## src/hdl/char_lcd_4bit_interface_macros.svh

```systemverilog
// Assertion macros shared by the character LCD interface modules.
// Needs nothing else; the asserting modules include this header.
`ifndef CHAR_LCD_4BIT_INTERFACE_MACROS_SVH
`define CHAR_LCD_4BIT_INTERFACE_MACROS_SVH

// Same-cycle implication, sampled on the rising clock, off during reset.
`define LCD4_ASSERT_IMP(label, clk, rst_n, ante, cons) \
    label: assert property (@(posedge clk) disable iff (!rst_n) (ante) |-> (cons)) \
        else $error("lcd4 assertion failed");

// Next-cycle implication, sampled on the rising clock, off during reset.
`define LCD4_ASSERT_NXT(label, clk, rst_n, ante, cons) \
    label: assert property (@(posedge clk) disable iff (!rst_n) (ante) |=> (cons)) \
        else $error("lcd4 assertion failed");

`endif

```

## src/hdl/lcd4_pkg.sv

```systemverilog
// Shared types, codes and constant tables for the character LCD interface.
// Used by lcd4_front, lcd4_fifo, lcd4_back and char_lcd_4bit_interface.
package lcd4_pkg;

    // Request codes
    localparam logic [2:0] OP_INIT   = 3'd0;
    localparam logic [2:0] OP_CMD    = 3'd1;
    localparam logic [2:0] OP_DATA   = 3'd2;
    localparam logic [2:0] OP_CURSOR = 3'd3;
    localparam logic [2:0] OP_CLEAR  = 3'd4;

    // Fixed command values and waits in microseconds
    localparam logic [7:0]  ROW0_BASE      = 8'h80;
    localparam logic [7:0]  ROW1_BASE      = 8'hC0;
    localparam logic [7:0]  CMD_CLEAR      = 8'h01;
    localparam logic [13:0] CLEAR_WAIT_US  = 14'd2000;
    localparam logic [15:0] POWER_UP_US    = 16'd50000;
    localparam logic [3:0]  INIT_STEPS     = 4'd9;
    localparam logic [9:0]  HOLD_RESET_US  = 10'd20;

    // One queued job: a power-up wait or one byte with its trailing delay
    typedef struct packed {
        logic        power_up;
        logic        rs;
        logic [7:0]  data;
        logic [13:0] extra_us;
        logic        last;
    } lcd4_job_t;

    // Initialisation command list
    function automatic logic [7:0] init_cmd(input logic [3:0] idx);
        logic [7:0] cmd;
        case (idx)
            4'd0:    cmd = 8'h30;
            4'd1:    cmd = 8'h30;
            4'd2:    cmd = 8'h30;
            4'd3:    cmd = 8'h20;
            4'd4:    cmd = 8'h28;
            4'd5:    cmd = 8'h08;
            4'd6:    cmd = 8'h01;
            4'd7:    cmd = 8'h06;
            4'd8:    cmd = 8'h0C;
            default: cmd = 8'h00;
        endcase
        return cmd;
    endfunction

    // Delay after each initialisation command
    function automatic logic [13:0] init_wait(input logic [3:0] idx);
        logic [13:0] wait_us;
        case (idx)
            4'd0:    wait_us = 14'd5000;
            4'd1:    wait_us = 14'd1000;
            4'd2:    wait_us = 14'd10000;
            4'd3:    wait_us = 14'd10000;
            4'd4:    wait_us = 14'd1000;
            4'd5:    wait_us = 14'd1000;
            4'd6:    wait_us = 14'd2000;
            4'd7:    wait_us = 14'd1000;
            default: wait_us = 14'd0;
        endcase
        return wait_us;
    endfunction

endpackage

```

## src/hdl/lcd4_front.sv

```systemverilog
// Request front end: accepts requests and turns them into byte jobs.
// Depends on lcd4_pkg; feeds the job queue (lcd4_fifo).
module lcd4_front (
    input  logic                clk,
    input  logic                rst_n,
    input  logic                in_valid,
    output logic                in_ready,
    input  logic [2:0]          op,
    input  logic [7:0]          byte_value,
    input  logic [1:0]          row,
    input  logic [6:0]          column,
    input  logic                fifo_full,
    output logic                push,
    output lcd4_pkg::lcd4_job_t push_job
);

    typedef enum logic {
        ST_IDLE,
        ST_INIT
    } state_t;

    state_t     state_reg;
    logic [3:0] step_reg;
    logic       accept;
    logic [3:0] cmd_idx;

    assign in_ready = (state_reg == ST_IDLE) && !fifo_full;
    assign accept   = in_valid && in_ready;
    assign cmd_idx  = step_reg - 4'd1;

    // Job selection: the init sequencer while it runs, otherwise the decoded request.
    always_comb
    begin
        push     = 1'b0;
        push_job = '0;
        unique case (state_reg)
            ST_INIT:
            begin
                push = !fifo_full;
                if (step_reg == 4'd0)
                begin
                    push_job.power_up = 1'b1;
                end
                else
                begin
                    push_job.data     = lcd4_pkg::init_cmd(cmd_idx);
                    push_job.extra_us = lcd4_pkg::init_wait(cmd_idx);
                    push_job.last     = (step_reg == lcd4_pkg::INIT_STEPS);
                end
            end
            ST_IDLE:
            begin
                if (accept)
                begin
                    push_job.last = 1'b1;
                    unique case (op)
                        lcd4_pkg::OP_CMD:
                        begin
                            push          = 1'b1;
                            push_job.data = byte_value;
                        end
                        lcd4_pkg::OP_DATA:
                        begin
                            push          = 1'b1;
                            push_job.rs   = 1'b1;
                            push_job.data = byte_value;
                        end
                        lcd4_pkg::OP_CURSOR:
                        begin
                            push = 1'b1;
                            case (row)
                                2'd0:    push_job.data = lcd4_pkg::ROW0_BASE | {1'b0, column};
                                2'd1:    push_job.data = lcd4_pkg::ROW1_BASE | {1'b0, column};
                                default: push_job.data = {1'b0, column};
                            endcase
                        end
                        lcd4_pkg::OP_CLEAR:
                        begin
                            push              = 1'b1;
                            push_job.data     = lcd4_pkg::CMD_CLEAR;
                            push_job.extra_us = lcd4_pkg::CLEAR_WAIT_US;
                        end
                        default:
                        begin
                            // Initialise is handled by the sequencer; unknown codes are dropped.
                            push = 1'b0;
                        end
                    endcase
                end
            end
            default:
            begin
                push = 1'b0;
            end
        endcase
    end

    // State and init step counter.
    always_ff @(posedge clk or negedge rst_n)
    begin
        if (!rst_n)
        begin
            state_reg <= ST_IDLE;
            step_reg  <= 4'd0;
        end
        else
        begin
            unique case (state_reg)
                ST_IDLE:
                begin
                    if (accept && (op == lcd4_pkg::OP_INIT))
                    begin
                        state_reg <= ST_INIT;
                        step_reg  <= 4'd0;
                    end
                end
                ST_INIT:
                begin
                    if (!fifo_full)
                    begin
                        if (step_reg == lcd4_pkg::INIT_STEPS)
                        begin
                            state_reg <= ST_IDLE;
                        end
                        else
                        begin
                            step_reg <= step_reg + 4'd1;
                        end
                    end
                end
                default:
                begin
                    state_reg <= ST_IDLE;
                end
            endcase
        end
    end

endmodule

```

## src/hdl/lcd4_fifo.sv

```systemverilog
// Short job queue between the request front end and the pin sequencer.
// Depends on lcd4_pkg and the assertion macros header.
`include "char_lcd_4bit_interface_macros.svh"

module lcd4_fifo #(
    parameter int DEPTH = 4
) (
    input  logic                clk,
    input  logic                rst_n,
    input  logic                push,
    input  lcd4_pkg::lcd4_job_t push_data,
    input  logic                pop,
    output lcd4_pkg::lcd4_job_t head,
    output logic                empty,
    output logic                full
);

    localparam int PTR_W = $clog2(DEPTH);
    localparam int CNT_W = $clog2(DEPTH + 1);

    lcd4_pkg::lcd4_job_t mem_reg [DEPTH];
    logic [PTR_W-1:0]    wr_ptr_reg;
    logic [PTR_W-1:0]    rd_ptr_reg;
    logic [CNT_W-1:0]    count_reg;
    logic                do_push;
    logic                do_pop;

    assign empty   = (count_reg == CNT_W'(0));
    assign full    = (count_reg == CNT_W'(DEPTH));
    assign do_push = push && !full;
    assign do_pop  = pop && !empty;
    assign head    = mem_reg[rd_ptr_reg];

    // Storage.
    always_ff @(posedge clk)
    begin
        if (do_push)
        begin
            mem_reg[wr_ptr_reg] <= push_data;
        end
    end

    // Pointers and fill count.
    always_ff @(posedge clk or negedge rst_n)
    begin
        if (!rst_n)
        begin
            wr_ptr_reg <= '0;
            rd_ptr_reg <= '0;
            count_reg  <= '0;
        end
        else
        begin
            if (do_push)
            begin
                wr_ptr_reg <= (wr_ptr_reg == PTR_W'(DEPTH - 1)) ? '0 : wr_ptr_reg + PTR_W'(1);
            end
            if (do_pop)
            begin
                rd_ptr_reg <= (rd_ptr_reg == PTR_W'(DEPTH - 1)) ? '0 : rd_ptr_reg + PTR_W'(1);
            end
            if (do_push && !do_pop)
            begin
                count_reg <= count_reg + CNT_W'(1);
            end
            else if (do_pop && !do_push)
            begin
                count_reg <= count_reg - CNT_W'(1);
            end
        end
    end

    `LCD4_ASSERT_IMP(a_count_in_range, clk, rst_n, 1'b1, count_reg <= CNT_W'(DEPTH))
    `LCD4_ASSERT_NXT(a_pop_only_push_fills, clk, rst_n, empty && !push, empty)

endmodule

```

## src/hdl/lcd4_back.sv

```systemverilog
// Pin sequencer: plays each queued job as timed pin states into the output register.
// Depends on lcd4_pkg and the assertion macros header.
`include "char_lcd_4bit_interface_macros.svh"

module lcd4_back (
    input  logic                clk,
    input  logic                rst_n,
    input  logic [9:0]          enable_hold_us,
    input  logic                job_empty,
    input  lcd4_pkg::lcd4_job_t job_head,
    output logic                job_pop,
    output logic                out_valid,
    input  logic                out_ready,
    output logic                reg_select,
    output logic [3:0]          nibble,
    output logic                enable,
    output logic [15:0]         hold_us,
    output logic                last
);

    // Phase: 0 high nibble EN high, 1 high nibble EN low,
    //        2 low nibble EN high, 3 low nibble EN low.
    logic [1:0]  phase_reg;
    logic        out_valid_reg;
    logic        load;
    logic        final_state;
    logic        rs_next;
    logic [3:0]  nibble_next;
    logic        enable_next;
    logic [15:0] hold_next;
    logic        last_next;

    logic        rs_reg;
    logic [3:0]  nibble_reg;
    logic        enable_reg;
    logic [15:0] hold_reg;
    logic        last_reg;

    assign load        = !job_empty && (!out_valid_reg || out_ready);
    assign final_state = job_head.power_up || (phase_reg == 2'd3);
    assign job_pop     = load && final_state;

    // Pin state for the current job and phase.
    always_comb
    begin
        if (job_head.power_up)
        begin
            rs_next     = 1'b0;
            nibble_next = 4'd0;
            enable_next = 1'b0;
            hold_next   = lcd4_pkg::POWER_UP_US;
            last_next   = job_head.last;
        end
        else
        begin
            rs_next     = job_head.rs;
            nibble_next = phase_reg[1] ? job_head.data[3:0] : job_head.data[7:4];
            enable_next = !phase_reg[0];
            if (phase_reg == 2'd3)
            begin
                hold_next = 16'(enable_hold_us) + 16'(job_head.extra_us);
            end
            else
            begin
                hold_next = 16'(enable_hold_us);
            end
            last_next   = job_head.last && (phase_reg == 2'd3);
        end
    end

    // Phase counter and output valid.
    always_ff @(posedge clk or negedge rst_n)
    begin
        if (!rst_n)
        begin
            phase_reg     <= 2'd0;
            out_valid_reg <= 1'b0;
        end
        else
        begin
            if (load)
            begin
                phase_reg     <= final_state ? 2'd0 : phase_reg + 2'd1;
                out_valid_reg <= 1'b1;
            end
            else if (out_ready)
            begin
                out_valid_reg <= 1'b0;
            end
        end
    end

    // Output payload register.
    always_ff @(posedge clk)
    begin
        if (load)
        begin
            rs_reg     <= rs_next;
            nibble_reg <= nibble_next;
            enable_reg <= enable_next;
            hold_reg   <= hold_next;
            last_reg   <= last_next;
        end
    end

    assign out_valid  = out_valid_reg;
    assign reg_select = rs_reg;
    assign nibble     = nibble_reg;
    assign enable     = enable_reg;
    assign hold_us    = hold_reg;
    assign last       = last_reg;

    `LCD4_ASSERT_NXT(a_phase_holds_on_stall, clk, rst_n, out_valid_reg && !out_ready, $stable(phase_reg))
    `LCD4_ASSERT_IMP(a_power_up_at_phase0, clk, rst_n, !job_empty && job_head.power_up, phase_reg == 2'd0)
    `LCD4_ASSERT_IMP(a_last_has_enable_low, clk, rst_n, out_valid_reg && last_reg, !enable_reg)

endmodule

```

## src/hdl/char_lcd_4bit_interface.sv

```systemverilog
// Top level of the 4-bit character LCD bus driver.
// Depends on lcd4_pkg, lcd4_front, lcd4_fifo and lcd4_back.
//
// Usage:
//   Requests arrive on the in_valid/in_ready channel (op, byte_value, row, column).
//   Each produces a series of pin-state beats on out_valid/out_ready: RS, D7..D4, EN
//   and the hold time in microseconds, with last set on the request's final beat.
//   A byte request gives 4 beats; initialise gives 37; op codes 5 to 7 give none.
//   The first beat of a byte request passes through the job queue and then the output
//   register; an initialise request first enters the init sequencer. Further beats
//   follow one per cycle while out_ready is high, paced by the pin sequencer which
//   emits one pin state per cycle while the receiver takes them.
//   The front end keeps taking requests while the job queue has room, so a stalled
//   receiver holds the current beat in the output register and backs up the queue
//   until in_ready falls. During initialise no new request is taken until all ten
//   jobs are queued.
//   cfg_wr_en writes cfg_wr_data into the enable hold register.
//   Reset empties the queue, drops any pending beat and sets the enable hold to 20 us.
module char_lcd_4bit_interface #(
    parameter int QUEUE_DEPTH = 4
) (
    input  logic        clk,
    input  logic        rst_n,
    input  logic        cfg_wr_en,
    input  logic [9:0]  cfg_wr_data,
    input  logic        in_valid,
    output logic        in_ready,
    input  logic [2:0]  op,
    input  logic [7:0]  byte_value,
    input  logic [1:0]  row,
    input  logic [6:0]  column,
    output logic        out_valid,
    input  logic        out_ready,
    output logic        reg_select,
    output logic [3:0]  nibble,
    output logic        enable,
    output logic [15:0] hold_us,
    output logic        last
);

    logic [9:0]          enable_hold_reg;
    logic                fifo_full;
    logic                fifo_empty;
    logic                push;
    logic                pop;
    lcd4_pkg::lcd4_job_t push_job;
    lcd4_pkg::lcd4_job_t head_job;

    // Enable hold configuration register.
    always_ff @(posedge clk or negedge rst_n)
    begin
        if (!rst_n)
        begin
            enable_hold_reg <= lcd4_pkg::HOLD_RESET_US;
        end
        else if (cfg_wr_en)
        begin
            enable_hold_reg <= cfg_wr_data;
        end
    end

    lcd4_front u_front (
        .clk        (clk),
        .rst_n      (rst_n),
        .in_valid   (in_valid),
        .in_ready   (in_ready),
        .op         (op),
        .byte_value (byte_value),
        .row        (row),
        .column     (column),
        .fifo_full  (fifo_full),
        .push       (push),
        .push_job   (push_job)
    );

    lcd4_fifo #(
        .DEPTH (QUEUE_DEPTH)
    ) u_fifo (
        .clk       (clk),
        .rst_n     (rst_n),
        .push      (push),
        .push_data (push_job),
        .pop       (pop),
        .head      (head_job),
        .empty     (fifo_empty),
        .full      (fifo_full)
    );

    lcd4_back u_back (
        .clk            (clk),
        .rst_n          (rst_n),
        .enable_hold_us (enable_hold_reg),
        .job_empty      (fifo_empty),
        .job_head       (head_job),
        .job_pop        (pop),
        .out_valid      (out_valid),
        .out_ready      (out_ready),
        .reg_select     (reg_select),
        .nibble         (nibble),
        .enable         (enable),
        .hold_us        (hold_us),
        .last           (last)
    );

endmodule

```

## config.mk

```make
export PLATFORM = sky130hd
export DESIGN_NAME = char_lcd_4bit_interface
export DESIGN_NICKNAME = d
export VERILOG_FILES = /design/src/hdl/lcd4_pkg.sv /design/src/hdl/lcd4_front.sv /design/src/hdl/lcd4_fifo.sv /design/src/hdl/lcd4_back.sv /design/src/hdl/char_lcd_4bit_interface.sv
export VERILOG_INCLUDE_DIRS = /design/src /design/src/hdl
export SDC_FILE = /design/constraint.sdc
export NUM_CORES = 1
export LEC_CHECK = 0
export BUFFER_PORTS_ARGS = -buffer_cell sky130_fd_sc_hd__buf_4
export CAP_MARGIN = 15
export CORE_UTILIZATION = 50
export CTS_BUF_LIST = sky130_fd_sc_hd__clkbuf_4
export CTS_CLUSTER_DIAMETER = 60
export DETAILED_ROUTE_END_ITERATION = 12
export PLACE_DENSITY = 0.69
export SLEW_MARGIN = 20
export SYNTH_ARGS = -nofsm -noshare
export SYNTH_HDL_FRONTEND = slang
export SYNTH_SLANG_ARGS = --single-unit
```

## constraint.sdc

```tcl
create_clock -name clk -period 5.8 [get_ports clk]
set_clock_uncertainty 0.15 [all_clocks]
set_input_delay 0.29 -clock clk [delete_from_list [all_inputs] [get_ports clk]]
set_output_delay 0.29 -clock clk [all_outputs]
set_load 0.005 [all_outputs]
```

# After elaboration in Yosys (flattened, before gate mapping)
# Memory sizes are Yosys's and may differ from the RTL's.
# Cells that the tools add are included.
# op_classes
bitwise_logic	2
eq_ne	13
reduce_logical	28
addsub	8
muxes	34
# ops
operator	n
case mux 23 bit (2 select lines)	1
2-to-1 mux 24 bit	1
case mux 8 bit (3 select lines)	1
2-to-1 mux 23 bit	1
2-to-1 mux 16 bit	1
2-to-1 mux 4 bit	4
case mux 8 bit (2 select lines)	1
adder 10 x 14 -> 15 bit	1
2-to-1 mux 1 bit	14
2-to-1 mux 14 bit	1
2-to-1 mux 11 bit	1
logical AND 1 bit	10
case mux 4 bit (2 select lines)	1
adder 2 x 1 -> 2 bit, second input constant	3
equality test 2 bit, second input constant	3
equality test 3 x 2 -> 1 bit, second input constant	2
equality test 3 bit, second input constant	2
logical NOT 1 bit	6
logical NOT 3 bit	2
2-to-1 mux 2 bit	3
2-to-1 mux 3 bit	2
!= test 2 bit, second input constant	3
adder 4 x 1 -> 4 bit, second input constant	1
equality test 4 bit, second input constant	1
other kinds (14)	19
# word_totals
rom_bits	160
regBits	48
memories	3
ramBits	100
output_inout_bits	25
elab_cells	102
# mem_list
memory	words	word_bits	read_ports	rd_clocked_by_memory_dff	write_ports	line	rtl
u_fifo.mem_reg	4	25	1	0	1	lcd4_fifo.sv:21	lcd4_pkg::lcd4_job_t mem_reg [DEPTH];
(name not given)	16	6	1	0	0	lcd4_pkg.sv:33	case (idx)
(name not given)	8	8	1	0	0	lcd4_pkg.sv:51	case (idx)

# Logic depth before layout (Yosys ltp)
# Gate-level depths: netlist of the first run.
# logic_depth
depth_word	11
mapped_depth	10
depth_no_buf	10

# By module
# A second synthesis of the first run with hierarchy kept.
# unflattened
cells_unflattened	480
hier_area_um2	7101.8
# by_module_without_submodules
mod	n_inst	area_per_inst_um2	cells_per_inst	seq_area_each_um2
lcd4_fifo	1	4052.6	168	3178.0
lcd4_back	1	1681.6	164	765.7
lcd4_front	1	953.4	127	125.1
char_lcd_4bit_interface	1	414.1	21	252.7

# Worst setup path after synthesis of the first run
# OpenSTA, ideal clock, no wires.
# synth_path
kind	reg-to-reg
from	reg u_fifo.rd_ptr_reg[0]
to	reg u_back.hold_reg[9] (netlist: u_back.hold_us[9]), data pin
path_stages_with_launch	10
setup_time_ns	0.135
arrival_ns	2.882
path_buffers	2
slack_ns	2.633
period_less_slack_ns	3.167
t_required_ns	5.515
cell_sequence	dfrtp_1 -> buf_4 -> buf_4 -> mux4_2 -> ha_1 -> fa_1 -> a21o_1 -> a22o_1 -> or4_1 -> nand3_1
# synth_between
elab_chain_len	3
# synth_rtl
element	line	rtl
start: declaration	lcd4_fifo.sv:23	logic [PTR_W-1:0] rd_ptr_reg;
start signal: assignment	lcd4_fifo.sv:60	rd_ptr_reg <= (rd_ptr_reg == PTR_W'(DEPTH - 1)) ? '0 : rd_ptr_reg + PTR_W'(1);
memory read (4 x 25 bit) *	-	
adder 10 x 14 -> 15 bit	lcd4_back.sv:61	hold_next = 16'(enable_hold_us) + 16'(job_head.extra_us);
2-to-1 mux 16 bit	lcd4_back.sv:59	if (phase_reg == 2'd3)
end signal: assignment	lcd4_back.sv:101	hold_reg <= hold_next;
end: declaration	lcd4_back.sv:36	logic [15:0] hold_reg;
# Mark *: on every way between the ends. The rest lies on a longest branch, timed or not.
# A chain may end at the register's enable or synchronous reset.

# Worst setup path after layout of the first run
# layout_path
from	reg u_fifo.rd_ptr_reg[0]
to	reg u_fifo.count_reg[2]
# layout_between
elab_chain_len	7
elab_cells_between_ends	9
cone_classes	mux (1); reduce/logical (7); memory (1)
# layout_rtl
element	line	rtl
memory read (4 x 25 bit) *	-	
logical OR 1 bit *	lcd4_back.sv:40	assign final_state = job_head.power_up || (phase_reg == 2'd3);
logical AND 1 bit *	lcd4_back.sv:41	assign job_pop = load && final_state;
logical AND 1 bit *	lcd4_fifo.sv:31	assign do_pop = pop && !empty;
logical NOT 1 bit	lcd4_fifo.sv:62	if (do_push && !do_pop)
logical AND 1 bit	lcd4_fifo.sv:62	
2-to-1 mux 3 bit / nonzero test 2 bit (equally long branches)	-	
end signal: assignment	lcd4_fifo.sv:64	count_reg <= count_reg + CNT_W'(1);
end signal: assignment	lcd4_fifo.sv:68	count_reg <= count_reg - CNT_W'(1);
end: declaration	lcd4_fifo.sv:24	logic [CNT_W-1:0] count_reg;
# Marks and branches as above.

==> results of run 1 <==
-- placed cells by master, fill, tap and decap left out, drive strengths merged, types with 2 or more instances in the layout --
cell | synthesis | routed
nand2 | 13 | 13
nor3 | 8 | 8
nor2 | 23 | 23
ha | 21 | 21
mux4 | 19 | 19
mux2 | 21 | 21
bufinv | 0 | 3
dfstp | 2 | 2
a211o | 2 | 2
buf | 13 | 61
a211oi | 3 | 3
o21ai | 14 | 14
clkbuf | 8 | 21
mux2i | 8 | 8
a21oi | 13 | 13
xor2 | 5 | 5
xnor2 | 5 | 5
dfrtp | 23 | 23
nor2b | 12 | 12
or3 | 3 | 3
clkinv | 0 | 7
edfxtp | 98 | 98
o211ai | 2 | 2
or3b | 2 | 2
dlygate4sd3 | 0 | 22
o21a | 2 | 2
inv | 13 | 13
a22oi | 8 | 8
o22ai | 8 | 8
a21o | 4 | 4
and2 | 8 | 8
nand3 | 4 | 4
fa | 2 | 2
nor4b | 3 | 3
nand2b | 4 | 4
-- layout make-up --
| cell class | instances | area, um2 |
|---|---|---|
| fill | 894 | 4234 |
| sequential | 123 | 3571 |
| tap | 140 | 175.2 |
| clock inverter | 11 | 127.6 |
| timing repair buffer | 83 | 678.2 |
| multi-input combinational | 234 | 2038 |
| inverter | 13 | 48.80 |
| clock buffer | 21 | 157.7 |
-- per-stage QoR --
step,util,std cells,total power [W],instance area [um2],setup slack [ns]
after CTS,0.6162,625,0.003733,6797,2.182
after global placement,0.5703,571,0.003046,6291,2.374
final,0.6162,625,0.003702,6797,2.250
after global routing,0.6162,625,0.003968,6797,1.897
after floorplan,-,391,0.002675,5766,2.633
after detailed placement,0.5703,571,0.003115,6291,2.190
-- final timing paths --
kind,cells after the start,slack [ns],end
worst max register to register,9,2.25,u_fifo.count_reg[2]$_DFFE_PN0P_
worst max-delay path,9,2.25,u_fifo.count_reg[2]$_DFFE_PN0P_
worst min-delay path,3,0.05,u_front.step_reg[3]$_DFFE_PN0P_
min in group asynchronous,2,0.08,u_fifo.wr_ptr_reg[1]$_DFFE_PN0P_
worst min register to register,2,0.39,u_back.out_valid$_DFFE_PN0P_
max in group asynchronous,2,5.08,enable_hold_reg[4]$_DFFE_PN1P_
-- where the power goes --
group	internal [W]	switching, W
registers	0.00141	0.000204
clock network	0.000310	0.000287
logic	0.000702	0.000793
total	0.00242	0.00128
-- cell usage after synthesis (all sizes together) (2+ instances only) --
cell    count  share of area
a211o       2         0.0030
and2        8         0.0087
dfstp       2         0.0091
nor2       23          0.015
nand3       4         0.0035
xnor2       5         0.0076
mux2i       8          0.014
a22oi       8          0.010
inv        13         0.0085
or3         3         0.0033
nand2b      4         0.0043
nor3        8         0.0078
mux2       21          0.041
o211ai      2         0.0026
buf        13          0.013
a21o        4         0.0052
mux4       19          0.074
or3b        2         0.0030
o21a        2         0.0026
edfxtp     98           0.51
o21ai      14          0.013
a211oi      3         0.0039
nor4b       3         0.0046
ha         21          0.046
o22ai       8         0.0087
nor2b      12          0.013
dfrtp      23           0.10
fa          2         0.0069
xor2        5         0.0076
nand2      13         0.0085
clkbuf      8         0.0052
a21oi      13          0.011
-- worst max-delay path, cell delays in order, from the launching register on --
cell,delay (ns)
dfrtp_1,0.80
buf_4,0.36
mux4_2,0.76
o21ai_2,0.28
ha_1,0.22
inv_1,0.06
fa_1,0.39
xor2_1,0.18
nor2_1,0.12
xor2_1,0.16
-- metal layers --
metal	global-route usage	part of all wire
met1	0.2540	0.44
met2	0.3405	0.50
met3	0.05631	0.043
met4	0.07714	0.015
met5	0	0
-- logic make-up (layout without fill, tap and decap cells) --
kind of cell               after synthesis  after routing  share of synthesized area
DFF                                    123            123                     0.6194
AOI/OAI and AO/OA                       64             64                    0.07205
adders and majority gates               23             23                    0.05252
muxes                                   48             48                     0.1291
buffers and inverters                   34            128                    0.02713
and+or+nand+nor                         89             89                    0.08464
xor gates and xnor gates                10             10                    0.01519
==> flow_metrics.env, run 1 <==
export IMPL_vias_per_cell=5.581
export IMPL_critPathRequiredTime_ns=6.09
export IMPL_outcome="finished clean"
export IMPL_r2r_start="u_fifo.rd_ptr_reg[0]$_DFFE_PN0P_"
export IMPL_clk_pin_slew_worst_paths_ns=0.10
export IMPL_place_hpwl_mm=7.326
export IMPL_post_route_drc_count=0
export IMPL_cts_resized=0
export IMPL_synth_edf_count=98
export IMPL_cts_tree="done"
export IMPL_async_flop_share=0.2033
export IMPL_crit_path_end_kind="flip-flop"
export IMPL_syn_area_um2=5766
export IMPL_cp_start_kind="flip-flop"
export IMPL_drive_above_1_share=0.2845
export IMPL_finalCriticalPeriod_ns=3.550
export IMPL_die_y_um=109.4
export IMPL_num_vias=3488
export IMPL_drt_first_pass_iters=4
export IMPL_final_setup_tns_ns=0
export IMPL_cts_buffer_depth=2
export IMPL_syn_area_per_cell_um2=14.75
export IMPL_boundaryPins=60
export IMPL_yosysWarnings=0
export IMPL_grt_max_degree=26
export IMPL_crit_type="reg2reg"
export IMPL_rsz0062_at_grt="no"
export IMPL_gp_congestion=0.7909
export IMPL_first_iter_violations=227
export IMPL_max_vdd_ir_drop_uv=325.8
export IMPL_synth_seq_cells=123
export IMPL_powerDensity_nw_per_um2=544.7
export IMPL_max_slew_margin=0.3196
export IMPL_hold_buffers=22
export IMPL_overflow=0
export IMPL_clock_sinks=123
export IMPL_hold_path_startpoint="op[0]"
export IMPL_root_buffer="clkbuf_4"
export IMPL_grt_pass1_vias=3583
export IMPL_dieArea_um2=11960
export IMPL_io_buffers=59
export IMPL_synthToLayoutAreaGrowth_pct=17.88
export IMPL_worst_pin_slew_ns=1.021
export IMPL_setup_violations=0
export IMPL_hold_class="in2reg"
export IMPL_grt_total_usage=0.2040
export IMPL_maxCapViolCount=0
export IMPL_drt_wl_total_mm=10.84
export IMPL_fp_row_count=38
export IMPL_ys_seq_area_frac=0.6194
export IMPL_slew_viol_final=0
export IMPL_cp_max_fo=22
export IMPL_arrival_ns=3.84
export IMPL_cts_made_buffers=17
export IMPL_grt_antenna_before_repair=0
export IMPL_nets=530
export IMPL_wl_per_cell_um=17.34
export IMPL_hold_violations=0
export IMPL_n_antenna_cell=0
export IMPL_ant_nets=0
export IMPL_power_leakage_nw=2.590
export IMPL_syn_num_nets=449
export IMPL_cts_setup_buffers=0
export IMPL_hold_ws_ns=0.04528
export IMPL_synth_cell_type_count=54
export IMPL_ys_flop_type="edfxtp_1"
export IMPL_die_x_um=109.4
export IMPL_clock_fmax_mhz=281.7
export IMPL_post_route_period_util=0.6120
export IMPL_clk_latency_ns=0.51
export IMPL_h_tree_depth=4
export IMPL_grt_pass1_wl_mm=17.67
export IMPL_syn_inst=391
export IMPL_crit_start="u_fifo.rd_ptr_reg[0]$_DFFE_PN0P_"
export IMPL_start_util=0.5227
export IMPL_fp_coreArea_um2=11030
export IMPL_largest_reg_flops=76
No activity file was read; power rests on OpenSTA's default activity.
==> run 2, diff against run 1 <==
clock period = 3.3 ns   (was 5.8 ns; I/O delays follow)
==> run 2 against run 1 <==
  * Combinational power is 84% higher
  * Final cell count grew 2.9%
  * Via count fell by 0.83%
  * Die area did not move
  * Final area increased by 2.0%
  * Critical endpoint is now u_back.hold_us[8]$_SDFFCE_PP1P_
  * Worst hold slack improved by 0.0045 ns
  * Wire length down 3.0%
==> flow_metrics.env, run 2 (synthesis results as in run 1) <==
export IMPL_outcome="finished clean"
export IMPL_grt_pass1_vias=3500
export IMPL_grt_antenna_before_repair=0
export IMPL_arrival_ns=3.16
export IMPL_postLayoutCoreUtil=0.6285
export IMPL_drt_first_pass_iters=5
export IMPL_powerDensity_nw_per_um2=934.6
export IMPL_ant_nets=0
export IMPL_reg2reg_slack_ns=0.25
export IMPL_slew_viol_final=0
export IMPL_p_sw_frac=0.3442
export IMPL_post_route_drc_count=0
export IMPL_p_sw_w=0.002230
export IMPL_place_hpwl_mm=7.236
export IMPL_final_cell_mix="98 x edfxtp_1, 74 x buf_4, 27 x dlygate4sd3_1"
export IMPL_cts_setup_buffers=0
export IMPL_worstHoldEndpoint="u_fifo.mem_reg[2][22]$_DFFE_PP_"
export IMPL_crit_type="reg2reg"
export IMPL_r2r_start="u_fifo.rd_ptr_reg[0]$_DFFE_PN0P_"
export IMPL_final_setup_tns_ns=0
export IMPL_power_leakage_nw=2.677
export IMPL_h_tree_depth=4
export IMPL_fp_row_count=38
export IMPL_io_buffers=59
export IMPL_intPower_w=0.004249
export IMPL_die_y_um=109.4
export IMPL_drive_above_1_share=0.3022
export IMPL_gp_congestion=0.8475
export IMPL_largest_reg_flops=76
export IMPL_combPwrFrac=0.425
export IMPL_pre_cts_ws_ns=0.2537
export IMPL_seqCellArea_um2=3571
export IMPL_boundaryPins=60
export IMPL_root_buffer="clkbuf_4"
export IMPL_clock_sinks=123
export IMPL_nFillCells=865
export IMPL_hold_path_startpoint="byte_value[7]"
export IMPL_cts_tree="done"
export IMPL_rsz0062_at_grt="no"
export IMPL_dieArea_um2=11960
export IMPL_vias_per_cell=5.379
export IMPL_post_route_period_util=0.9251
export IMPL_multi_input_area_um2=2038
export IMPL_hold_ws_ns=0.04983
export IMPL_worst_pin_slew_ns=0.7158
export IMPL_rr_worst_depth=6
export IMPL_worst_slack_ns=0.2473
export IMPL_wl_per_cell_um=16.34
export IMPL_die_x_um=109.4
export IMPL_finalCriticalPeriod_ns=3.053
export IMPL_grt_pass1_wl_mm=17.19
export IMPL_final_common_cell="edfxtp_1"
export IMPL_setup_violations=0
export IMPL_maxCapViolCount=0
export IMPL_num_vias=3459
export IMPL_cts_buffer_depth=2
export IMPL_min_path_cells=3
export IMPL_overflow=0
export IMPL_synthToLayoutAreaGrowth_pct=20.25
export IMPL_cp_max_fo=10
export IMPL_max_slew_margin=0.5161
export IMPL_max_vdd_ir_drop_uv=612.5
export IMPL_clock_fmax_mhz=327.6
export IMPL_fp_coreArea_um2=11030
export IMPL_drt_wl_total_mm=10.51
export IMPL_clk_latency_ns=0.52
export IMPL_clk_pin_slew_worst_paths_ns=0.10
export IMPL_nets=549
export IMPL_grt_max_degree=24
export IMPL_start_util=0.5227
export IMPL_hold_class="in2reg"
export IMPL_seqPwrFrac=0.427
export IMPL_hold_violations=0
export IMPL_crit_start="u_fifo.rd_ptr_reg[0]$_DFFE_PN0P_"
export IMPL_critPathRequiredTime_ns=3.41
export IMPL_cts_made_buffers=17
export IMPL_n_antenna_cell=0
export IMPL_clkPwrFrac=0.148
export IMPL_first_iter_violations=217
export IMPL_crit_path_end_kind="flip-flop"
export IMPL_cp_start_kind="flip-flop"
export IMPL_grt_total_usage=0.1984
export IMPL_timing_rr_end="u_back.hold_us[8]$_SDFFCE_PP1P_"
==> run 2: cell types whose count changed in the layout (fill, tap and decap cells not counted), sizes merged <==
cell / change
dlygate4sd3: +5
buf: +14
clkinv: +1
clkbuf: -1
bufinv: -1
==> run 2: power groups by stage <==
stage,logic (W),registers (W),clock network [W]
after floorplan,0.00203,0.00267,0
after global placement,0.00268,0.00278,0
after detailed placement,0.00275,0.00281,0
after CTS,0.00280,0.00277,0.000986
after global routing,0.00308,0.00284,0.00104
final,0.00276,0.00276,0.000960
==> run 2: repair_timing <==
item | CTS | global route
gates resized for setup | 0 | 0
hold endpoints to repair | 50 | 0
hold buffers | 28 | 0
==> run 2: worst max-delay path, stage by stage, from the launching register on <==
cell	delay (ns)
dfrtp_1	0.60
mux4_2	0.62
ha_1	0.31
a211o_1	0.29
a21oi_1	0.22
nor4b_1	0.10
or4b_1	0.50
==> run 2: layout make-up <==
cell class,count,share of cell area
clock buffer,20,0.02166
inverter,13,0.007038
timing repair buffer,102,0.1220
multi-input combinational,234,0.2940
tap,140,0.02527
sequential,123,0.5151
clock inverter,11,0.01498
==> run 2: worst max-delay path by stage <==
| stage | to | slack (ns) | cells past startpoint |
|---|---|---|---|
| 2_1_floorplan | u_back.hold_us[9]$_SDFFCE_PP1P_ | 0.13 | 9 |
| 6_report | u_back.hold_us[8]$_SDFFCE_PP1P_ | 0.25 | 6 |
| 4_1_cts | u_back.hold_us[9]$_SDFFCE_PP1P_ | 0.23 | 7 |
| 3_3_place_gp | u_back.hold_us[9]$_SDFFCE_PP1P_ | 0.29 | 7 |
| 3_5_place_dp | u_back.hold_us[8]$_SDFFCE_PP1P_ | 0.25 | 6 |
| 5_1_grt | u_back.hold_us[8]$_SDFFCE_PP1P_ | 0.07 | 6 |
==> run 2: metrics by stage <==
step                area [um2]  power, W  instances
CTS                       6933  0.006553        643
global placement          6389  0.005459        584
global route              6933  0.006961        643
detailed placement        6389  0.005556        584
finish                    6933  0.006480        643
floorplan                 5766  0.004702        391
==> run 2: routing by layer <==
| layer | GRT usage | vias to the layer above | routed length (um) |
|---|---|---|---|
| met4 | 0.08381 | 0 | 125 |
| met5 | 0 | - | 0 |
| met2 | 0.3261 | 82 | 5134 |
| met3 | 0.05276 | 11 | 504 |
| li1 | - | 1695 | - |
| met1 | 0.2493 | 1671 | 4746 |
==> run 3, diff against run 2 <==
clock period = 3.2 ns   (was 3.3 ns; I/O delays follow)
==> run 3 against run 2 <==
  * Sequential power up 3%
  * Non-clock buffer count unchanged
  * Maximum frequency rose by 3.0%
  * First-iteration DRC count is 29% lower
  * Total power grew 10%
  * Largest cell class unchanged
  * Register-to-register slack hardly changed
==> flow_metrics.env, run 3 (synthesis results as in run 1) <==
export IMPL_pre_cts_ws_ns=0.1739
export IMPL_fp_row_count=38
export IMPL_post_route_drc_count=0
export IMPL_clock_fmax_mhz=337.6
export IMPL_finalCriticalPeriod_ns=2.963
export IMPL_outcome="finished clean"
export IMPL_cp_max_fo=8
export IMPL_place_hpwl_mm=7.182
export IMPL_fin_area_um2=7079
export IMPL_maxCapViolCount=0
export IMPL_clk_pin_slew_worst_paths_ns=0.11
export IMPL_overflow=0
export IMPL_first_iter_violations=154
export IMPL_root_buffer="clkbuf_4"
export IMPL_hold_class="in2reg"
export IMPL_nFillCells=842
export IMPL_gp_congestion=0.8231
export IMPL_reg2reg_slack_ns=0.24
export IMPL_drt_first_pass_iters=4
export IMPL_p_sw_frac=0.3331
export IMPL_max_slew_margin=0.5249
export IMPL_final_setup_tns_ns=0
export IMPL_ant_nets=0
export IMPL_drive_above_1_share=0.3056
export IMPL_grt_max_degree=24
export IMPL_h_tree_depth=4
export IMPL_crit_type="reg2reg"
export IMPL_seqPwrFrac=0.398
export IMPL_n_antenna_cell=0
export IMPL_grt_pass1_vias=3522
export IMPL_crit_path_end_kind="flip-flop"
export IMPL_arrival_ns=3.18
export IMPL_hold_violations=0
export IMPL_grt_antenna_before_repair=0
export IMPL_num_vias=3483
export IMPL_rsz0062_at_grt="no"
export IMPL_fp_coreArea_um2=11030
export IMPL_grt_total_usage=0.2018
export IMPL_worst_slack_ns=0.2375
export IMPL_p_sw_w=0.002381
export IMPL_slew_viol_final=0
export IMPL_power_w=0.007147
export IMPL_final_common_cell="edfxtp_1"
export IMPL_cp_start_kind="flip-flop"
export IMPL_combPwrFrac=0.401
export IMPL_cts_setup_buffers=0
export IMPL_post_route_period_util=0.9258
export IMPL_setup_violations=0
export IMPL_final_cell_mix="98 x edfxtp_1, 73 x buf_4, 28 x dlygate4sd3_1"
export IMPL_vias_per_cell=5.408
export IMPL_boundaryPins=60
export IMPL_nets=549
export IMPL_start_util=0.5227
export IMPL_place_inst=583
export IMPL_die_y_um=109.4
export IMPL_largest_reg_flops=76
export IMPL_worst_pin_slew_ns=0.7027
export IMPL_dieArea_um2=11960
export IMPL_grt_pass1_wl_mm=17.57
export IMPL_intPower_w=0.004766
export IMPL_clkPwrFrac=0.201
export IMPL_drt_wl_total_mm=10.89
export IMPL_die_x_um=109.4
export IMPL_power_leakage_nw=2.732
export IMPL_wl_per_cell_um=16.92
export IMPL_cts_buffer_depth=2
export IMPL_fin_cells=644
export IMPL_clock_sinks=123
export IMPL_synthToLayoutAreaGrowth_pct=22.79
export IMPL_powerDensity_nw_per_um2=1010
export IMPL_critPathRequiredTime_ns=3.42
export IMPL_cts_made_buffers=17
export IMPL_max_vdd_ir_drop_uv=626.3
export IMPL_io_buffers=59
export IMPL_clk_latency_ns=0.50
export IMPL_cts_tree="done"
export IMPL_placed_area_um2=6381
==> run 3: area by class of cell <==
type	count	area (um2)	area share
clock buffers	17	127.6	0.01803
repair buffers	102	848.3	0.1198
clock inverters	15	269.0	0.03800
flip-flops and latches	123	3572	0.5046
multi-input cells	234	2038	0.2879
inverters	13	48.80	0.006893
well taps	140	175.2	0.02474
==> run 3: final timing paths <==
check,from,endpoint,depth (start not counted)
worst max-delay path,u_fifo.rd_ptr_reg[0]$_DFFE_PN0P_,u_back.hold_us[9]$_SDFFCE_PP1P_,7
worst min-delay path,row[1],u_fifo.mem_reg[1][21]$_DFFE_PP_,4
worst max register to register,u_fifo.rd_ptr_reg[0]$_DFFE_PN0P_,u_back.hold_us[9]$_SDFFCE_PP1P_,7
worst min register to register,u_fifo.count_reg[2]$_DFFE_PN0P_,u_fifo.count_reg[2]$_DFFE_PN0P_,1
max in group asynchronous,rst_n,u_fifo.rd_ptr_reg[0]$_DFFE_PN0P_,4
min in group asynchronous,rst_n,enable_hold_reg[0]$_DFFE_PN0P_,4
==> run 3: timing repair <==
item / in CTS / in global routing
hold buffers: 29 / 0
gates resized for setup: 0 / 1
setup endpoints to repair: 0 / 2
endpoints found under the hold margin: 54 / 0
==> run 3: critical path: stages (launching register included) <==
cell	delay [ns]
dfrtp_2	0.51
mux4_2	0.53
ha_1	0.23
fa_1	0.41
a21o_1	0.19
a22o_1	0.23
or4_1	0.49
nand3_1	0.08
==> run 3: power by group through the flow <==
stage	Sequential, W	Clock, W	Combinational, W
final	0.00285	0.00144	0.00286
after global routing	0.00292	0.00153	0.00318
after CTS	0.00285	0.00147	0.00290
after detailed placement	0.00289	0	0.00284
after global placement	0.00286	0	0.00277
after floorplan	0.00276	0	0.00209
==> run 3: stage by stage <==
stage | utilization | hold slack, ns
2_1_floorplan | - | -0.2856
5_1_grt | 0.6418 | 0.03358
3_3_place_gp | 0.5785 | -0.05203
4_1_cts | 0.6417 | 0.0007383
6_report | 0.6418 | 0.05328
3_5_place_dp | 0.5785 | -0.05158
==> run 3: per-layer routing <==
layer	global-route usage	part of all wire
met4	0.07524	0.0078
met3	0.05394	0.035
met1	0.2563	0.45
met5	0	0
met2	0.3329	0.50
